$ cat src/rtl/lrec_pkg.sv
`timescale 1ns / 1ps
`default_nettype none

package lrec_pkg;

	localparam int COORD_BITS_DEF = 12;
	localparam int RADIUS_BITS    = 10;

	typedef enum logic {
		ACT_LOAD = 1'b0,
		ACT_STEP = 1'b1
	} action_t;

	// Per-beat flags that ride along the pipeline next to the pixel.
	typedef struct packed {
		logic last;
		logic no_line;
	} beat_flags_t;

endpackage

`default_nettype wire

$ cat src/rtl/line_raster_with_endpoint_clearance.sv
`timescale 1ns / 1ps
`default_nettype none
// Line rasterizer with endpoint clearance, all octants.
// Input channel (in_valid / in_stall): one beat is either a load (action low),
// carrying both endpoints, or a step (action high), advancing one pixel.
// Every input beat yields exactly one output beat on the output channel
// (out_valid / out_stall): the pixel, whether it is visible (outside or on the
// clearance circle of both endpoints), whether it is the final endpoint, and
// no_line when a step arrived without a line in progress.
// Configuration channel (cfg_valid / cfg_ready, always ready): clear_radius;
// write it only while no beat is in flight.
// Three register stages: line state update, then the four squared gaps,
// then the adds and compares. out_valid rises once the beat has been
// registered in stage 1, then in stage 2, then in stage 3.
// Throughput is one beat per cycle while out_stall is low; the Bresenham
// error update and the squares each sit in their own register stage.
// Reset clears the line state (no line active), the radius and all stage
// valids. When the receiver stalls, the output beat holds and the stages
// behind it fill; in_stall rises only once all three stages hold beats while
// out_stall is high, and it follows out_stall combinationally.
module line_raster_with_endpoint_clearance
	import lrec_pkg::*;
#(
	parameter int COORD_BITS = COORD_BITS_DEF
) (
	input  wire logic                   clk,
	input  wire logic                   arst_n,
	// configuration
	input  wire logic                   cfg_valid,
	output logic                        cfg_ready,
	input  wire logic [RADIUS_BITS-1:0] clear_radius,
	// input channel
	input  wire logic                   in_valid,
	output logic                        in_stall,
	input  wire logic                   action,
	input  wire logic [COORD_BITS-1:0]  x_start,
	input  wire logic [COORD_BITS-1:0]  y_start,
	input  wire logic [COORD_BITS-1:0]  x_end,
	input  wire logic [COORD_BITS-1:0]  y_end,
	// output channel
	output logic                        out_valid,
	input  wire logic                   out_stall,
	output logic [COORD_BITS-1:0]       pixel_x,
	output logic [COORD_BITS-1:0]       pixel_y,
	output logic                        visible,
	output logic                        last,
	output logic                        no_line
);

	localparam int EW    = COORD_BITS + 3;      // error term, two's complement
	localparam int SQ_W  = 2 * COORD_BITS;      // one squared coordinate gap
	localparam int R2_W  = 2 * RADIUS_BITS;
	localparam int CMP_W = (SQ_W + 1 > R2_W) ? SQ_W + 1 : R2_W;

	localparam logic [COORD_BITS-1:0] ONE = COORD_BITS'(1);

	function automatic logic [COORD_BITS-1:0] abs_diff(
		input logic [COORD_BITS-1:0] a,
		input logic [COORD_BITS-1:0] b
	);
		abs_diff = (a >= b) ? a - b : b - a;
	endfunction

	// ---------------------------------------------------------------
	// Configuration register
	// ---------------------------------------------------------------
	logic [RADIUS_BITS-1:0] radius_q;

	assign cfg_ready = 1'b1;

	always_ff @(posedge clk or negedge arst_n) begin
		if (!arst_n) begin
			radius_q <= '0;
		end else if (cfg_valid && cfg_ready) begin
			radius_q <= clear_radius;
		end
	end

	// ---------------------------------------------------------------
	// Handshake: each stage moves when it is empty or the next one moves
	// ---------------------------------------------------------------
	logic valid_s1, valid_s2, valid_s3;
	logic rdy_s1, rdy_s2, rdy_s3;
	logic accept;

	assign rdy_s3   = !valid_s3 || !out_stall;
	assign rdy_s2   = !valid_s2 || rdy_s3;
	assign rdy_s1   = !valid_s1 || rdy_s2;
	assign in_stall = !rdy_s1;
	assign accept   = in_valid && rdy_s1;

	// ---------------------------------------------------------------
	// Line state
	// ---------------------------------------------------------------
	logic [COORD_BITS-1:0] pos_x_q, pos_y_q, from_x_q, from_y_q, to_x_q, to_y_q;
	logic [EW-1:0]         err_q;
	logic [COORD_BITS-1:0] dmaj_q, dmin_q, steps_q;
	logic                  x_major_q, x_down_q, y_down_q, active_q;

	logic [COORD_BITS-1:0] pos_x_d, pos_y_d, from_x_d, from_y_d, to_x_d, to_y_d;
	logic [EW-1:0]         err_d;
	logic [COORD_BITS-1:0] dmaj_d, dmin_d, steps_d;
	logic                  x_major_d, x_down_d, y_down_d, active_d;
	beat_flags_t           flags_d;

	logic [COORD_BITS-1:0] span_x, span_y, ld_major, ld_minor;
	logic                  ld_x_down, ld_y_down, ld_x_major;
	logic [COORD_BITS-1:0] steps_dec;
	logic                  err_nonneg;

	always_comb begin
		// load setup
		ld_x_down  = x_end < x_start;
		ld_y_down  = y_end < y_start;
		span_x     = ld_x_down ? x_start - x_end : x_end - x_start;
		span_y     = ld_y_down ? y_start - y_end : y_end - y_start;
		ld_x_major = span_x > span_y;   // ties go to y
		ld_major   = ld_x_major ? span_x : span_y;
		ld_minor   = ld_x_major ? span_y : span_x;

		steps_dec  = steps_q - ONE;
		err_nonneg = !err_q[EW-1];

		// hold by default
		pos_x_d   = pos_x_q;
		pos_y_d   = pos_y_q;
		from_x_d  = from_x_q;
		from_y_d  = from_y_q;
		to_x_d    = to_x_q;
		to_y_d    = to_y_q;
		err_d     = err_q;
		dmaj_d    = dmaj_q;
		dmin_d    = dmin_q;
		steps_d   = steps_q;
		x_major_d = x_major_q;
		x_down_d  = x_down_q;
		y_down_d  = y_down_q;
		active_d  = active_q;
		flags_d   = '{last: 1'b0, no_line: 1'b0};

		case (action_t'(action))
			ACT_LOAD: begin
				from_x_d  = x_start;
				from_y_d  = y_start;
				to_x_d    = x_end;
				to_y_d    = y_end;
				pos_x_d   = x_start;
				pos_y_d   = y_start;
				x_down_d  = ld_x_down;
				y_down_d  = ld_y_down;
				x_major_d = ld_x_major;
				dmaj_d    = ld_major;
				dmin_d    = ld_minor;
				err_d     = {2'b00, ld_minor, 1'b0} - {3'b000, ld_major};
				steps_d   = ld_major;
				active_d  = (ld_major != '0);
				flags_d.last = (ld_major == '0);
			end
			ACT_STEP: begin
				if (!active_q) begin
					flags_d.no_line = 1'b1;
				end else begin
					// minor-axis move when the error term is not negative
					if (err_nonneg) begin
						if (x_major_q) begin
							pos_y_d = y_down_q ? pos_y_q - ONE : pos_y_q + ONE;
						end else begin
							pos_x_d = x_down_q ? pos_x_q - ONE : pos_x_q + ONE;
						end
						err_d = err_q + {2'b00, dmin_q, 1'b0} - {2'b00, dmaj_q, 1'b0};
					end else begin
						err_d = err_q + {2'b00, dmin_q, 1'b0};
					end
					// major-axis move every step
					if (x_major_q) begin
						pos_x_d = x_down_q ? pos_x_q - ONE : pos_x_q + ONE;
					end else begin
						pos_y_d = y_down_q ? pos_y_q - ONE : pos_y_q + ONE;
					end
					steps_d      = steps_dec;
					active_d     = (steps_dec != '0);
					flags_d.last = (steps_dec == '0);
				end
			end
			default: begin
				flags_d.no_line = 1'b1;
			end
		endcase
	end

	always_ff @(posedge clk or negedge arst_n) begin
		if (!arst_n) begin
			pos_x_q   <= '0;
			pos_y_q   <= '0;
			from_x_q  <= '0;
			from_y_q  <= '0;
			to_x_q    <= '0;
			to_y_q    <= '0;
			err_q     <= '0;
			dmaj_q    <= '0;
			dmin_q    <= '0;
			steps_q   <= '0;
			x_major_q <= 1'b0;
			x_down_q  <= 1'b0;
			y_down_q  <= 1'b0;
			active_q  <= 1'b0;
		end else if (accept) begin
			pos_x_q   <= pos_x_d;
			pos_y_q   <= pos_y_d;
			from_x_q  <= from_x_d;
			from_y_q  <= from_y_d;
			to_x_q    <= to_x_d;
			to_y_q    <= to_y_d;
			err_q     <= err_d;
			dmaj_q    <= dmaj_d;
			dmin_q    <= dmin_d;
			steps_q   <= steps_d;
			x_major_q <= x_major_d;
			x_down_q  <= x_down_d;
			y_down_q  <= y_down_d;
			active_q  <= active_d;
		end
	end

	// ---------------------------------------------------------------
	// Stage 1: the reported pixel and both endpoints
	// ---------------------------------------------------------------
	logic [COORD_BITS-1:0] px_s1, py_s1, fx_s1, fy_s1, tx_s1, ty_s1;
	beat_flags_t           flags_s1;

	always_ff @(posedge clk or negedge arst_n) begin
		if (!arst_n) begin
			valid_s1 <= 1'b0;
		end else if (rdy_s1) begin
			valid_s1 <= accept;
		end
	end

	always_ff @(posedge clk) begin
		if (accept) begin
			px_s1    <= pos_x_d;
			py_s1    <= pos_y_d;
			fx_s1    <= from_x_d;
			fy_s1    <= from_y_d;
			tx_s1    <= to_x_d;
			ty_s1    <= to_y_d;
			flags_s1 <= flags_d;
		end
	end

	// ---------------------------------------------------------------
	// Stage 2: squared gaps to each endpoint, and the radius squared
	// ---------------------------------------------------------------
	logic [COORD_BITS-1:0] gx1, gy1, gx2, gy2;
	logic [SQ_W-1:0]       sx1_s2, sy1_s2, sx2_s2, sy2_s2;
	logic [R2_W-1:0]       r2_s2;
	logic [COORD_BITS-1:0] px_s2, py_s2;
	beat_flags_t           flags_s2;

	assign gx1 = abs_diff(px_s1, fx_s1);
	assign gy1 = abs_diff(py_s1, fy_s1);
	assign gx2 = abs_diff(px_s1, tx_s1);
	assign gy2 = abs_diff(py_s1, ty_s1);

	always_ff @(posedge clk or negedge arst_n) begin
		if (!arst_n) begin
			valid_s2 <= 1'b0;
		end else if (rdy_s2) begin
			valid_s2 <= valid_s1;
		end
	end

	always_ff @(posedge clk) begin
		if (rdy_s2 && valid_s1) begin
			sx1_s2   <= SQ_W'(gx1) * SQ_W'(gx1);
			sy1_s2   <= SQ_W'(gy1) * SQ_W'(gy1);
			sx2_s2   <= SQ_W'(gx2) * SQ_W'(gx2);
			sy2_s2   <= SQ_W'(gy2) * SQ_W'(gy2);
			r2_s2    <= R2_W'(radius_q) * R2_W'(radius_q);
			px_s2    <= px_s1;
			py_s2    <= py_s1;
			flags_s2 <= flags_s1;
		end
	end

	// ---------------------------------------------------------------
	// Stage 3: sum, compare and drive the output beat
	// ---------------------------------------------------------------
	logic [CMP_W-1:0] dist1, dist2, r2_ext;
	logic             vis_comb;

	assign dist1    = CMP_W'(sx1_s2) + CMP_W'(sy1_s2);
	assign dist2    = CMP_W'(sx2_s2) + CMP_W'(sy2_s2);
	assign r2_ext   = CMP_W'(r2_s2);
	assign vis_comb = (dist1 >= r2_ext) && (dist2 >= r2_ext);

	logic [COORD_BITS-1:0] px_s3, py_s3;
	logic                  vis_s3, last_s3, noline_s3;

	always_ff @(posedge clk or negedge arst_n) begin
		if (!arst_n) begin
			valid_s3 <= 1'b0;
		end else if (rdy_s3) begin
			valid_s3 <= valid_s2;
		end
	end

	always_ff @(posedge clk) begin
		if (rdy_s3 && valid_s2) begin
			// a step without a line reports zeros apart from no_line
			px_s3     <= flags_s2.no_line ? '0 : px_s2;
			py_s3     <= flags_s2.no_line ? '0 : py_s2;
			vis_s3    <= vis_comb && !flags_s2.no_line;
			last_s3   <= flags_s2.last;
			noline_s3 <= flags_s2.no_line;
		end
	end

	assign out_valid = valid_s3;
	assign pixel_x   = px_s3;
	assign pixel_y   = py_s3;
	assign visible   = vis_s3;
	assign last      = last_s3;
	assign no_line   = noline_s3;

endmodule

`default_nettype wire
$ cat config.mk
export PLATFORM = sky130hd
export DESIGN_NAME = line_raster_with_endpoint_clearance
export DESIGN_NICKNAME = d
export VERILOG_FILES = /design/src/rtl/lrec_pkg.sv /design/src/rtl/line_raster_with_endpoint_clearance.sv
export SDC_FILE = /design/constraint.sdc
export NUM_CORES = 2
export LEC_CHECK = 0
export BUFFER_PORTS_ARGS = -buffer_cell sky130_fd_sc_hd__buf_2
export CORE_MARGIN = 1.5
export CORE_UTILIZATION = 66
export DETAILED_ROUTE_END_ITERATION = 10
export GPL_TIMING_DRIVEN = 0
export MAX_ROUTING_LAYER = met4
export PLACE_DENSITY_LB_ADDON = 0.1
export SETUP_SLACK_MARGIN = 0.02
export SLEW_MARGIN = 5
export SYNTH_ARGS = -nofsm -noshare
export SYNTH_HDL_FRONTEND = slang
export SYNTH_SLANG_ARGS = --single-unit
$ cat constraint.sdc
create_clock -name clk -period 9.1 [get_ports clk]
set_input_delay 0 -clock clk [delete_from_list [all_inputs] [get_ports clk]]
set_output_delay 0 -clock clk [all_outputs]
set_load 0.01 [all_outputs]
; ---- After elaboration in Yosys (flattened, before gate mapping)
; Index checks and enable logic that the tools add are counted.
[totals]
ff_bits = 383
in_bits = 64
out_inout_bits = 30
wordCells = 130
[op_classes]
add_sub_neg = 22
multipliers = 5
magnitude_cmp = 9
eq_ne = 1
mux = 32
bitwise = 1
n_reduce_logical = 20
[ops]
columns = cell, count
row1 = 12-bit 2-to-1 mux, 21
row2 = 12-bit subtractor, 12
row3 = 12-bit by 12-bit multiplier with 24-bit output, 4
row4 = 12-bit case mux with 2 select lines, 3
row5 = 24-bit by 24-bit adder with 25-bit output, 2
row6 = 25-bit by 20-bit greater-or-equal comparator with 1-bit output, 2
row7 = 12-bit greater-or-equal comparator, 4
row8 = 12-bit by 1-bit subtractor with 12-bit output (second input constant), 3
row9 = 15-bit 2-to-1 mux, 2
row10 = 15-bit case mux with 2 select lines, 1
row11 = 12-bit by 1-bit adder with 12-bit output (second input constant), 2
row12 = 12-bit logical NOT, 2
row13 = 12-bit less-than comparator, 2
row14 = 12-bit nonzero test, 2
row15 = 10-bit by 10-bit multiplier with 20-bit output, 1
row16 = 15-bit by 13-bit adder with 15-bit output, 1
row17 = 15-bit by 13-bit subtractor with 15-bit output, 1
row18 = 13-bit by 12-bit subtractor with 14-bit output, 1
row19 = 12-bit > comparator, 1
row20 = 1-bit logical NOT, 6
row21 = 1-bit logical AND, 5
row22 = 1-bit case mux with 2 select lines, 2
row23 = 2-bit AND reduction, 2
row24 = 1-bit logical OR, 3
row25 = other kinds (3), 5

; ---- Longest topological paths before layout
[logic_depth]
word_depth = 6
depth_mapped = 37
mapped_depth_nobuf = 36

; ---- Worst setup path before layout
; Ideal clock, no wire load.
[synth_path]
path_kind = reg2reg
startpoint = register px_s1[1]
endpoint = register sx1_s2[23], data pin
setup_ns = 0.260
arrival_ns = 7.792
required_ns = 8.840
slack_ns = 1.048
path_stages_with_launch = 35
path_buffers = 0
period_less_slack_ns = 8.052
path_cell_list = edfxtp_1 inv_1 fa_1 inv_1 a21oi_1 o21ai_1 a21o_1 a21o_1 a211oi_1 o21ai_1 mux2_2 a221oi_2 xnor2_2 nand2b_1 fa_1 inv_1 fa_1 inv_1 fa_1 inv_1 fa_1 inv_1 fa_1 inv_1 ha_1 o21ai_0 nand2b_1 o311a_1 a311o_1 a21o_1 a21o_1 a211o_1 o41ai_2 o21ai_1 xor2_1
[synth_via]
elab_chain_len = 3
elab_cells_between_ends = 5
classes_between = add/sub (2) / mul (1) / order compare (1) / mux (1)
[synth_lines]
columns = item, line
row1 = start: declaration, line_raster_with_endpoint_clearance.sv:228  ; logic [COORD_BITS-1:0] px_s1, py_s1, fx_s1, fy_s1, tx_s1, ty_s1;
row2 = start signal: assignment, line_raster_with_endpoint_clearance.sv:241  ; px_s1 <= pos_x_d;
row3 = 12-bit subtractor / 12-bit greater-or-equal comparator (equally long branches), line_raster_with_endpoint_clearance.sv:61  ; abs_diff = (a >= b) ? a - b : b - a;
row4 = 12-bit 2-to-1 mux (*), line_raster_with_endpoint_clearance.sv:61
row5 = 12-bit by 12-bit multiplier with 24-bit output (*), line_raster_with_endpoint_clearance.sv:275  ; sx1_s2 <= SQ_W'(gx1) * SQ_W'(gx1);
row6 = end signal: assignment, line_raster_with_endpoint_clearance.sv:275
row7 = end: declaration, line_raster_with_endpoint_clearance.sv:255  ; logic [SQ_W-1:0] sx1_s2, sy1_s2, sx2_s2, sy2_s2;
; Every way passes the cells marked *; elsewhere a longest branch is shown, timed or not.
; A chain may end at the register's enable or synchronous reset.

; ---- Worst setup path after layout
[layout_path]
startpoint = register px_s1[0]
endpoint = register sx2_s2[23], data pin
[layout_via]
elab_chain_len = 3
elab_cells_between_ends = 5
classes_between = add/sub (2) / mul (1) / order compare (1) / mux (1)
[layout_lines]
columns = item, line
row1 = 12-bit subtractor / 12-bit greater-or-equal comparator (equally long branches), line_raster_with_endpoint_clearance.sv:61
row2 = 12-bit 2-to-1 mux (*), line_raster_with_endpoint_clearance.sv:61
row3 = 12-bit by 12-bit multiplier with 24-bit output (*), line_raster_with_endpoint_clearance.sv:277  ; sx2_s2 <= SQ_W'(gx2) * SQ_W'(gx2);
row4 = end signal: assignment, line_raster_with_endpoint_clearance.sv:277
row5 = end: declaration, line_raster_with_endpoint_clearance.sv:255
; Marks and branches as above.

==> metrics.txt <==
number of buffers created by CTS=44; post-DP HPWL=86000 um; post-layout util=0.729; Rel. slew slack=0.260; DIE WIDTH=260 um; CP dominant cell by count=inv_1; Crit path largest cell delay=530 ps; Die Area=67600 um^2; WHS=between 40 and 50 ps; flop-to-flop setup slack=370 ps; initial antenna violation count=0; setup TNS=0 ps; predominant post-synthesis flop cell=edfxtp_1; Port Buffer Count=just over 90; commonest non-fill, non-tap cell in the layout=inv_1; fill count=5026; # IOs=94; Non-Filler Instances=5821; die height=260 um; CP Class=register to register; syn nets=5707; total wire length=between 100000 and 150000 um; Yosys top cell by area=fa_1; Clock transition at path regs=~60 ps; H-tree levels=2; status=finished clean; first-pass GRT wire length=~170000 um; ranking of synthesized cells by area=fa_1 (17%), edfxtp_1 (16%), ha_1 (16%); max cap viols=0; area taken by flip-flops and latches=10600 um^2; met2 Usage GRT=0.561; Max Slew Vio Count=0; Clock Skew=40.3 ps; Synth Warn #=0; Tmin final=8730 ps; CTS Buffer Depth=3; GP Congestion=0.993; Initial Utilization=0.665; start of the worst register-to-register path=px_s1[0]; initial drt markers=2030; FF-to-FF path depth=37; Tightest Hold Check Type=primary input to async pin; sequential share of the synthesized area=0.244; Post-synth EDFFs=238; Netlist cell types=95; Tcrit/Tclk final=0.960; Crit-path slowest cell=fa_1; clk_lat worst skew=around 610 ps; final setup fails=0; Via density=5.77; final layout net count=a little under 6000; GR Util All Layers=0.334; final hold vios=0; Synth Instances=4698; residual DRC count=0; TritonCTS Sinks=377; Root Driver=clkbuf_16; remaining antenna violation count=0; Seq cells post-synth=377; gr ovfl total=0; CP max FO=10; DR vias=33600; r2r endpoint=sx2_s2[23]; met3 Track Usage GR=0.0348; CP Data Required Time=about 9500 ps; commonest cells after routing, fill and taps aside=inv_1 (822), ha_1 (565), fa_1 (379); Worst-Margin Slew=about 1100 ps; placed cell count=approximately 5700; ys async rst share=0.369; footprint of the multi-input gates=~30000 um^2; Critical Path AT=9090 ps; mapped cell area=between 40000 and 50000 um^2; CP Launch Type=register; post-synth top area share=0.174; core area=65500 um^2; FP Rows=94; Avg Cell Area, Syn=just over 9 um^2; largest net degree at the start of global routing=87; grt peak-use layer=met2; Worst setup EP type=register; Area growth syn-to-layout=9.59%; number of global-route vias before repair=33900; FMAX=115 MHz; DR WL/cell=18.5 um; CTS tree=done; met1 Resource Use GR=0.411; layout cell share with drive strength beyond 1=0.0811; first-pass detailed-route iteration total=6; RSZ-0062 raised after global routing=yes
## per-layer routing
metal  share of wire  routed length [um]
met3           0.056                6000
met5               0                   0
met2            0.49               52600
met4           0.046                4990
met1            0.41               43900
## synthesized netlist by cell type (84+ instances only)
cell and count:
nand2_1 337, nor2_1 375, clkbuf_1 107, dfrtp_1 139, o21ai_0 240, xnor2_1 164
a21o_1 120, edfxtp_1 238, a21oi_1 243, inv_1 823, ha_1 566, fa_1 379
mux2_2 84
## area by class of cell
cell class / count / share of cell area
diodes: 1 / 0.0000524
plain buffers: 131 / 0.0122
clock buffers: 55 / 0.0248
clock inverters: 26 / 0.00411
inverters: 830 / 0.0654
multi-input cells: 3358 / 0.619
flip-flops and latches: 377 / 0.222
well taps: 864 / 0.0226
repair buffers: 179 / 0.0299
## cell families (layout without fill, tap and decap cells)
group	after synthesis	after routing	share of synthesized area
flip-flops	377	377	0.244
XOR/XNOR	242	242	0.0490
AND/OR/NAND/NOR	1131	1131	0.120
adder cells (fa/ha/maj)	945	945	0.337
multiplexers	147	147	0.0367
AO/OA/AOI/OAI	892	892	0.130
buffers and inverters	963	1221	0.0844
other	1	2	0.0000860
## timing repair
item                       in CTS  in global routing
setup endpoints to repair       3                 20
hold buffers                   71                  0
pin swaps                       1                  8
setup buffers                   2                  9
hold endpoints to repair      277                  0
resized for setup               6                 70
## sequential cells by signal, indices dropped and copies added (netlist names), 14 cells and up
| signal | flops |
|---|---|
| sx1_s2 | 23 |
| sx2_s2 | 23 |
| sy1_s2 | 23 |
| sy2_s2 | 23 |
| r2_s2 | 19 |
| err_q | 14 |
## worst max-delay path by stage
stage             start         end  slack [ps]
2_1_floorplan  px_s1[1]  sx1_s2[23]        1050
3_3_place_gp   px_s1[0]  sx2_s2[23]        -150
3_5_place_dp   px_s1[0]  sx2_s2[23]        -150
4_1_cts        px_s1[0]  sx2_s2[23]          40
5_1_grt        px_s1[0]  sx2_s2[23]          -9
6_report       px_s1[0]  sx2_s2[23]         370
## worst max-delay path, delay by kind of cell, from the launching register on
kind,cells,cell delay (ps)
muxes,1,200
buffers and inverters,10,1080
AOI/OAI and AO/OA,12,2230
xor gates and xnor gates,2,380
adders and majority gates,8,3440
DFF,1,470
and+or+nand+nor,4,670
## metrics by stage
step / area, um^2 / worst slack (ps)
5_1_grt: 47800 / -8.61
3_3_place_gp: 45100 / -146
2_1_floorplan: 43600 / 1050
4_1_cts: 47500 / 39.8
6_report: 47800 / 367
3_5_place_dp: 45300 / -154
Power is left out: the tool's default activity adds up to more than one toggle a clock period on the data nets, which glitch-free logic cannot reach.
